### config.mk
export PLATFORM = sky130hd
export DESIGN_NAME = column_compression_selector_flat
export DESIGN_NICKNAME = d
export VERILOG_FILES = /design/src/rtl/ccs_pkg.sv /design/src/rtl/ccs_in_if.sv /design/src/rtl/ccs_out_if.sv /design/src/rtl/column_compression_selector.sv /design/src/flat_wrapper.sv
export SDC_FILE = /design/constraint.sdc
export NUM_CORES = 1
export LEC_CHECK = 0
export ABC_AREA = 1
export ABC_CLOCK_PERIOD_IN_PS = 17100
export BUFFER_PORTS_ARGS = -buffer_cell sky130_fd_sc_hd__buf_2
export CAP_MARGIN = 10
export CORE_UTILIZATION = 30
export DETAILED_ROUTE_END_ITERATION = 10
export PLACE_DENSITY_LB_ADDON = 0.25
export RECOVER_POWER = 25
export SLEW_MARGIN = 30
export SYNTH_ARGS = -nofsm -noshare
export SYNTH_HDL_FRONTEND = slang
export SYNTH_SLANG_ARGS = --single-unit
### constraint.sdc
create_clock -name clk_i -period 17.1 [get_ports clk_i]
set_input_delay 1.71 -clock clk_i [delete_from_list [all_inputs] [get_ports clk_i]]
set_output_delay 1.71 -clock clk_i [all_outputs]
set_load 0.05 [all_outputs]
### src/rtl/ccs_pkg.sv
// Package for the column compression selector: widths, register map,
// method codes and the end-of-batch snapshot type.
// No dependencies.
`default_nettype none

package ccs_pkg;

  // Width of the stored column value, sign-extended into a 64-bit key
  localparam int unsigned VALUE_WIDTH = 64;
  localparam int unsigned KEY_W       = 64;
  localparam int unsigned WIDTH_W     = 7;
  localparam int unsigned CLASS_W     = 2;
  localparam int unsigned APB_DATA_W  = 32;
  localparam int unsigned APB_ADDR_W  = 3;

  // Register indexes (paddr[2] selects the 32-bit word)
  localparam logic REG_COLUMN_CLASS = 1'b0;
  localparam logic REG_BITPACK_MAX  = 1'b1;

  // Column classes
  localparam logic [CLASS_W-1:0] CLASS_INTEGER = 2'd0;

  // Register reset values
  localparam logic [CLASS_W-1:0] COLUMN_CLASS_RST = CLASS_INTEGER;
  localparam logic [WIDTH_W-1:0] BITPACK_MAX_RST  = 7'd32;

  // Beat kinds
  localparam logic KIND_VALUE = 1'b0;
  localparam logic KIND_END   = 1'b1;

  // Key extremes (keys are values with the sign bit flipped)
  localparam logic [KEY_W-1:0] KEY_MAX = {KEY_W{1'b1}};
  localparam logic [KEY_W-1:0] KEY_MIN = {KEY_W{1'b0}};

  typedef enum logic [1:0] {
    METHOD_UNCOMPRESSED = 2'd0,
    METHOD_RLE          = 2'd1,
    METHOD_BITPACK      = 2'd2,
    METHOD_DELTA        = 2'd3
  } method_e;

  // Batch statistics captured when the end beat arrives
  typedef struct packed {
    logic             started;
    logic             all_same;
    logic             non_decreasing;
    logic [KEY_W-1:0] range;
  } snap_t;

endpackage

`default_nettype wire

### src/rtl/ccs_in_if.sv
// Input channel of the column compression selector: one value or end beat.
// No dependencies.
`default_nettype none

interface ccs_in_if;
  logic        valid;
  logic        ready;
  logic        kind;
  logic signed [63:0] value;
  logic        is_null;

  modport source (output valid, output kind, output value, output is_null, input ready);
  modport sink   (input valid, input kind, input value, input is_null, output ready);
endinterface

`default_nettype wire

### src/rtl/ccs_out_if.sv
// Result channel of the column compression selector: one choice per batch.
// Depends on ccs_pkg.
`default_nettype none

interface ccs_out_if;
  logic                           valid;
  logic                           ready;
  ccs_pkg::method_e               method;
  logic [ccs_pkg::WIDTH_W-1:0]    pack_width;

  modport source (output valid, output method, output pack_width, input ready);
  modport sink   (input valid, input method, input pack_width, output ready);
endinterface

`default_nettype wire

### src/rtl/column_compression_selector.sv
// A result beat passes through the end snapshot and the result register after its end beat is accepted.
// Throughput: one beat per cycle, value and end beats alike; a pending result
// blocks input only when a second end beat is already captured behind it.
// Reset (rst_ni low, asynchronous): pipeline empty, batch statistics cleared,
// column_class = 0 and bitpack_max_width = 32. No clearing pass is needed.
// Depends on ccs_pkg, ccs_in_if, ccs_out_if.
`default_nettype none

module column_compression_selector (
  input  wire                              clk_i,
  input  wire                              rst_ni,
  ccs_in_if.sink                           in_i,
  ccs_out_if.source                        out_o,
  input  wire                              psel,
  input  wire                              penable,
  input  wire                              pwrite,
  input  wire [ccs_pkg::APB_ADDR_W-1:0]    paddr,
  input  wire [ccs_pkg::APB_DATA_W-1:0]    pwdata,
  output logic [ccs_pkg::APB_DATA_W-1:0]   prdata,
  output logic                             pready
);
  import ccs_pkg::*;

  localparam int unsigned EXT_SHIFT = KEY_W - VALUE_WIDTH;

  // ---------------------------------------------------------------- config
  logic [CLASS_W-1:0] column_class_q;
  logic [WIDTH_W-1:0] bitpack_max_q;
  logic               cfg_wr;

  assign pready = 1'b1;
  assign cfg_wr = psel && penable && pwrite;

  always_ff @(posedge clk_i or negedge rst_ni) begin
    if (!rst_ni) begin
      column_class_q <= COLUMN_CLASS_RST;
      bitpack_max_q  <= BITPACK_MAX_RST;
    end else if (cfg_wr) begin
      unique case (paddr[2])
        REG_COLUMN_CLASS: column_class_q <= pwdata[CLASS_W-1:0];
        REG_BITPACK_MAX:  bitpack_max_q  <= pwdata[WIDTH_W-1:0];
        default: ;
      endcase
    end
  end

  always_comb begin
    prdata = '0;
    unique case (paddr[2])
      REG_COLUMN_CLASS: prdata[CLASS_W-1:0] = column_class_q;
      REG_BITPACK_MAX:  prdata[WIDTH_W-1:0] = bitpack_max_q;
      default: ;
    endcase
  end

  // ---------------------------------------------------------------- flow control
  logic snap_v_q, out_v_q, a_v_q;
  logic en;

  // Freeze only when an end beat waits in the snapshot behind a stalled result
  assign en         = !(snap_v_q && out_v_q && !out_o.ready);
  assign in_i.ready = en;

  // ---------------------------------------------------------------- input register
  logic             a_kind_q, a_null_q;
  logic [KEY_W-1:0] a_key_q;
  logic [KEY_W-1:0] ext_val;

  // Sign-extend the low VALUE_WIDTH bits
  assign ext_val = $unsigned($signed(in_i.value <<< EXT_SHIFT) >>> EXT_SHIFT);

  always_ff @(posedge clk_i or negedge rst_ni) begin
    if (!rst_ni) begin
      a_v_q <= 1'b0;
    end else if (en) begin
      a_v_q <= in_i.valid;
    end
  end

  always_ff @(posedge clk_i) begin
    if (en && in_i.valid) begin
      a_kind_q <= in_i.kind;
      a_null_q <= in_i.is_null;
      a_key_q  <= {~ext_val[KEY_W-1], ext_val[KEY_W-2:0]};
    end
  end

  // ---------------------------------------------------------------- batch statistics
  logic             started_q, any_q, same_q, nondec_q;
  logic [KEY_W-1:0] first_q, min_q, max_q, prev_q;
  logic             started_d, any_d, same_d, nondec_d;
  logic [KEY_W-1:0] first_d, min_d, max_d, prev_d;
  logic             a_end;

  assign a_end = a_v_q && (a_kind_q == KIND_END);

  always_comb begin
    started_d = started_q;
    any_d     = any_q;
    same_d    = same_q;
    nondec_d  = nondec_q;
    first_d   = first_q;
    min_d     = min_q;
    max_d     = max_q;
    prev_d    = prev_q;
    if (a_end) begin
      // batch closes: back to reset values
      started_d = 1'b0;
      any_d     = 1'b0;
      same_d    = 1'b1;
      nondec_d  = 1'b1;
      min_d     = KEY_MAX;
      max_d     = KEY_MIN;
      prev_d    = KEY_MIN;
    end else if (a_v_q) begin
      started_d = 1'b1;
      if (!a_null_q) begin
        any_d = 1'b1;
        if (!any_q) first_d = a_key_q;
        else if (a_key_q != first_q) same_d = 1'b0;
        if (a_key_q < min_q)  min_d    = a_key_q;
        if (a_key_q > max_q)  max_d    = a_key_q;
        if (a_key_q < prev_q) nondec_d = 1'b0;
        prev_d = a_key_q;
      end
    end
  end

  always_ff @(posedge clk_i or negedge rst_ni) begin
    if (!rst_ni) begin
      started_q <= 1'b0;
      any_q     <= 1'b0;
      same_q    <= 1'b1;
      nondec_q  <= 1'b1;
      min_q     <= KEY_MAX;
      max_q     <= KEY_MIN;
      prev_q    <= KEY_MIN;
    end else if (en) begin
      started_q <= started_d;
      any_q     <= any_d;
      same_q    <= same_d;
      nondec_q  <= nondec_d;
      min_q     <= min_d;
      max_q     <= max_d;
      prev_q    <= prev_d;
    end
  end

  always_ff @(posedge clk_i) begin
    if (en) first_q <= first_d;
  end

  // ---------------------------------------------------------------- end snapshot
  snap_t snap_q;

  always_ff @(posedge clk_i or negedge rst_ni) begin
    if (!rst_ni) begin
      snap_v_q <= 1'b0;
    end else if (en) begin
      snap_v_q <= a_end;
    end
  end

  always_ff @(posedge clk_i) begin
    if (en && a_end) begin
      snap_q.started        <= started_q;
      snap_q.all_same       <= same_q;
      snap_q.non_decreasing <= nondec_q;
      snap_q.range          <= max_q - min_q;
    end
  end

  // ---------------------------------------------------------------- decision
  logic [KEY_W:0]     therm;
  logic [WIDTH_W-1:0] width;
  method_e            method_d;
  logic [WIDTH_W-1:0] bw_d;

  // therm[i] set when range >= 2^i; the top set bit gives the width
  always_comb begin
    therm[KEY_W] = 1'b0;
    for (int i = KEY_W - 1; i >= 0; i--) begin
      therm[i] = therm[i+1] | snap_q.range[i];
    end
    width = '0;
    for (int i = 0; i < KEY_W; i++) begin
      if (therm[i] && !therm[i+1]) width = width | WIDTH_W'(i + 1);
    end
  end

  always_comb begin
    method_d = METHOD_UNCOMPRESSED;
    bw_d     = '0;
    if (snap_q.started && column_class_q == CLASS_INTEGER) begin
      if (snap_q.all_same) begin
        method_d = METHOD_RLE;
      end else if (width <= bitpack_max_q) begin
        method_d = METHOD_BITPACK;
        bw_d     = width;
      end else if (snap_q.non_decreasing) begin
        method_d = METHOD_DELTA;
      end
    end
  end

  // ---------------------------------------------------------------- result register
  logic load_out;
  assign load_out = snap_v_q && (!out_v_q || out_o.ready);

  always_ff @(posedge clk_i or negedge rst_ni) begin
    if (!rst_ni) begin
      out_v_q <= 1'b0;
    end else if (load_out) begin
      out_v_q <= 1'b1;
    end else if (out_o.ready) begin
      out_v_q <= 1'b0;
    end
  end

  always_ff @(posedge clk_i) begin
    if (load_out) begin
      out_o.method     <= method_d;
      out_o.pack_width <= bw_d;
    end
  end

  assign out_o.valid = out_v_q;

  // ---------------------------------------------------------------- assertions
  a_result_from_snap: assert property (@(posedge clk_i) disable iff (!rst_ni)
    $rose(out_v_q) |-> $past(snap_v_q))
    else $error("result beat without a captured end beat");

  a_width_only_bitpack: assert property (@(posedge clk_i) disable iff (!rst_ni)
    out_v_q && out_o.method != METHOD_BITPACK |-> out_o.pack_width == '0)
    else $error("bit width set for a method other than bit packing");

  a_end_clears: assert property (@(posedge clk_i) disable iff (!rst_ni)
    en && a_end |=> !started_q && !any_q)
    else $error("batch state not cleared after end beat");

  a_min_le_max: assert property (@(posedge clk_i) disable iff (!rst_ni)
    any_q |-> min_q <= max_q)
    else $error("running minimum above running maximum");

  a_stall_reason: assert property (@(posedge clk_i) disable iff (!rst_ni)
    snap_v_q && !en |=> snap_v_q && $stable(snap_q))
    else $error("captured end beat lost during stall");

endmodule

`default_nettype wire
### src/flat_wrapper.sv
// flat-port wrapper written by rule: the top's interface ports become plain ports
module column_compression_selector_flat import ccs_pkg::*;
  (clk_i, rst_ni, psel, penable, pwrite, paddr, pwdata, prdata, pready, in_i_valid, in_i_kind, in_i_value, in_i_is_null, in_i_ready, out_o_valid, out_o_method, out_o_pack_width, out_o_ready);
  ccs_in_if in_i_i ();
  ccs_out_if out_o_i ();
  input  wire clk_i;
  input  wire rst_ni;
  input  wire psel;
  input  wire penable;
  input  wire pwrite;
  input  wire [ccs_pkg::APB_ADDR_W-1:0] paddr;
  input  wire [ccs_pkg::APB_DATA_W-1:0] pwdata;
  output logic [ccs_pkg::APB_DATA_W-1:0] prdata;
  output logic pready;
  input wire logic [$bits(in_i_i.valid)-1:0] in_i_valid;
  input wire logic [$bits(in_i_i.kind)-1:0] in_i_kind;
  input wire logic [$bits(in_i_i.value)-1:0] in_i_value;
  input wire logic [$bits(in_i_i.is_null)-1:0] in_i_is_null;
  output wire logic [$bits(in_i_i.ready)-1:0] in_i_ready;
  output wire logic [$bits(out_o_i.valid)-1:0] out_o_valid;
  output wire logic [$bits(out_o_i.method)-1:0] out_o_method;
  output wire logic [$bits(out_o_i.pack_width)-1:0] out_o_pack_width;
  input wire logic [$bits(out_o_i.ready)-1:0] out_o_ready;
  assign in_i_i.valid = in_i_valid;
  assign in_i_i.kind = in_i_kind;
  assign in_i_i.value = in_i_value;
  assign in_i_i.is_null = in_i_is_null;
  assign in_i_ready = in_i_i.ready;
  assign out_o_valid = out_o_i.valid;
  assign out_o_method = out_o_i.method;
  assign out_o_pack_width = out_o_i.pack_width;
  assign out_o_i.ready = out_o_ready;
  column_compression_selector u_core (.clk_i(clk_i), .rst_ni(rst_ni), .in_i(in_i_i), .out_o(out_o_i), .psel(psel), .penable(penable), .pwrite(pwrite), .paddr(paddr), .pwdata(pwdata), .prdata(prdata), .pready(pready));
endmodule
==> flow_metrics.py <==
metrics = {
    "run_status": {
        "status": "complete, but fails checks",
        "violations": "max-capacitance violations, max-slew violations",
    },
    "yosys": {
        "synth_top_family_by_area": "simple AND/OR/NAND/NOR gates",
        "ys_warn_count": 0,
        "yosysTopAreaCellShare_pct": 25.5,
        "synth_flop_cell": "edfxtp_1",
        "ys_seq_area_share_pct": 47.3,
        "synthAdderAreaFrac_pct": 13.5,
        "synth.avg_cell_area_um2": 9.38,
        "ys_ff_latch": 414,
        "yosysTopAreaCell": "edfxtp_1",
        "async_flop_share_pct": 50.2,
        "synth-edff-count": 206,
        "synthDistinctLibCells": 53,
        "synth_xor_area_share_pct": 4.33,
        "syn_area_um2": 24300,
        "synth-compound-area-share_pct": 13.2,
        "synth.area.top_cells": "edfxtp_1, dfrtp_1, ha_1",
        "synthSimpleGateAreaFrac_pct": 13.9,
        "syn-instance-count": 2586,
        "synthMuxAreaShare_pct": 0,
    },
    "clocking": {
        "clk_pin_slew_ns": 0.06,
        "cts_buffers": 53,
        "clock_path_buffers": 3,
        "htree_levels": 2,
        "postCtsSetupBuffers": 0,
        "cts_tree": "built",
        "cts_resized": 0,
        "clock_latency_ns": 0.61,
        "hold_buffers": 0,
        "clock-sinks": 414,
        "cts-root-buf": "clkbuf_16",
    },
    "worst_setup_path": {
        "r2r-end": "u_core.max_q[21]$_DFFE_PN0P_",
        "critPathKind": "in -> async",
        "rrSetupSlack_ns": 12.30,
        "worst-r2r-cell-count": 12,
        "end_kind": "async pin",
        "path_buf_inv": 1,
        "critPathLaunchType": "input port",
        "crit-reg2reg-launch": "u_core.a_key_q[31]$_DFFE_PP_",
        "crit_fanout": 87,
        "arrival_ns": 5.39,
        "cp_top_family": "buffers and inverters",
        "slowest_stage": "clkbuf_1",
        "critical_path.cell_chain": "clkbuf_1",
        "critPathMaxStageDelay_ns": 3.54,
        "worst-endpoint-required_ns": 16.56,
    },
    "timing": {
        "fmax_ghz": 0.169,
        "maxSlewViolCount": 88,
        "finalSetupTns_ns": 0,
        "tightest_slew_ns": 5.19,
        "period_needed_ns": 5.93,
        "skew_ns": 0.0178,
        "rsz0062_at_grt": "no",
        "setup_viol": 0,
        "fin_hold_ws_ns": 0.458,
        "fin_crit_sh_pct": 34.7,
        "slew_headroom_pct": -246,
        "finalHoldViolations": 0,
    },
    "cells_and_area": {
        "final_cell_mix": "inv_1, nand2_1, ha_1",
        "final_common_cell": "inv_1",
        "synthToLayoutAreaGrowth_pct": 14.1,
        "nNetsFinal": 3072,
        "layout.cell_area.non_filler_um2": 27700,
        "nFillCells": 8148,
        "final_layout_size_suffix_gt1_share_pct": 11.1,
        "diodes": 0,
    },
    "placed_design": {
        "dp_hpwl_um": 49100,
        "placed_cell_area_um2": 26000,
        "io_buffers": 98,
        "gp_congestion": 0.868,
    },
    "power_and_ir_drop": {
        "leakage_nw": 12.6,
        "powerDensity_nw_per_um2": 140,
        "vdd_drop_max_uv": 86.2,
    },
    "global_routing": {
        "grt_pass1_vias": 18000,
        "antenna_found_initial": 0,
        "grt_max_degree": 88,
        "grt_usage_pct": 16.4,
        "grt_pass1_wl_um": 105000,
        "grt-ovfl-total": 0,
    },
    "floorplanning": {
        "initial_core_util_pct": 30.5,
        "fp.dieH_um": 286,
        "num_rows": 103,
        "num_io_pins": 152,
        "die_w_um": 286,
        "dieArea_um2": 82000,
        "core_area_um2": 79500,
    },
    "route": {
        "finalWirelength_um": 66300,
        "routedWlPerCell_um": 17.5,
        "dr.pass1.iters": 5,
        "vias": 18100,
        "ant_nets": 0,
        "drc_errors": 0,
        "drt_iter0_markers": 1013,
        "post_drt_via_cell_ratio": 4.77,
    },
    "min_path": {
        "worstHoldEndpoint": "u_core.snap_q[66]$_DFFE_PP_",
        "hold-path-cell-count": 0,
        "worstHoldStart": "u_core.started_q$_DFFE_PN0P_",
        "hold_class": "reg -> reg",
    },
    "job": {
        "drv_cap": 1,
    },
}
[routing by layer]
metal / share of wire [%] / vias to the layer above / GRT usage [%]
met2: 44 / 399 / 25.8
met3: 4.7 / 93 / 2.66
met5: 0 / - / 0
li1: - / 9062 / -
met1: 49 / 8565 / 23.3
met4: 2.4 / 0 / 4.77
[logic make-up (layout without fill, tap and decap cells)]
| logic type | count (synthesis) | after routing |
|---|---|---|
| adder cells (fa/ha/maj) | 261 | 261 |
| AND/OR/NAND/NOR | 761 | 761 |
| AO/OA/AOI/OAI | 555 | 555 |
| buffers and inverters | 473 | 611 |
| other | 2 | 26 |
| flip-flops | 414 | 414 |
| XOR/XNOR | 120 | 120 |
[registers in the layout, indices dropped and copies added, names as in the netlist]
name and flops:
u_core.snap_v_q 1, u_core.nondec_q 1, u_core.a_v_q 1, u_core.a_key_q 64
u_core.max_q 64, u_core.any_q 1, u_core.first_q 64, u_core.same_q 1
u_core.snap_q 67, u_core.out_o.valid 1, u_core.out_o.pack_width 7, u_core.bitpack_max_q 7
u_core.column_class_q 2, u_core.min_q 64, u_core.out_o.method 2, u_core.prev_q 64
u_core.a_null_q 1, u_core.a_kind_q 1, u_core.started_q 1
[worst max-delay path by stage]
stage	startpoint	end	cells past startpoint
floorplan	out_o_ready	u_core.first_q[0]$_DFFE_PP_	6
global placement	u_core.a_key_q[31]$_DFFE_PP_	u_core.max_q[26]$_DFFE_PN0P_	12
detailed placement	out_o_ready	u_core.min_q[49]$_DFFE_PN1P_	13
CTS	u_core.a_key_q[31]$_DFFE_PP_	u_core.max_q[21]$_DFFE_PN0P_	12
global route	rst_ni	u_core.max_q[59]$_DFFE_PN0P_	1
finish	rst_ni	u_core.prev_q[1]$_DFFE_PN0P_	1
[cell usage after synthesis, drive strengths merged (26+ instances only)]
cell type	number
a21oi	192
nor3	30
a22oi	64
clkbuf	49
xor2	99
dfstp	67
o21ai	204
edfxtp	206
nand4	54
nand2	369
nand3	41
inv	398
dfrtp	141
nor2	232
ha	260
buf	26
[report_power, final]
part	total (mW)	internal, mW	switching (mW)
Sequential	1.45	1.33	0.119
Clock	1.12	0.672	0.444
Combinational	1.30	0.446	0.853
Total	3.87	2.45	1.42
[final cells by class]
type	instances	area (µm²)	share of cell area (%)
flip-flops and latches	414	11500	41.5
repair buffers	113	593	2.14
clock buffers	87	1620	5.84
well taps	1050	1310	4.75
inverters	398	1500	5.40
multi-input cells	1723	11100	40.0
clock inverters	13	120	0.434
[per-stage QoR]
step | std cells | setup slack (ns) | power (mW) | util, %
finish | 3798 | 11.17 | 3.87 | 34.8
global route | 3798 | 10.17 | 4.16 | 34.8
CTS | 3798 | 12.20 | 3.91 | 34.8
detailed placement | 3698 | 12.13 | 2.77 | 32.6
global placement | 3698 | 11.82 | 2.76 | 32.6
floorplan | 2610 | 9.79 | 2.38 | -
Note: power is estimated with default switching activity, not from simulation.
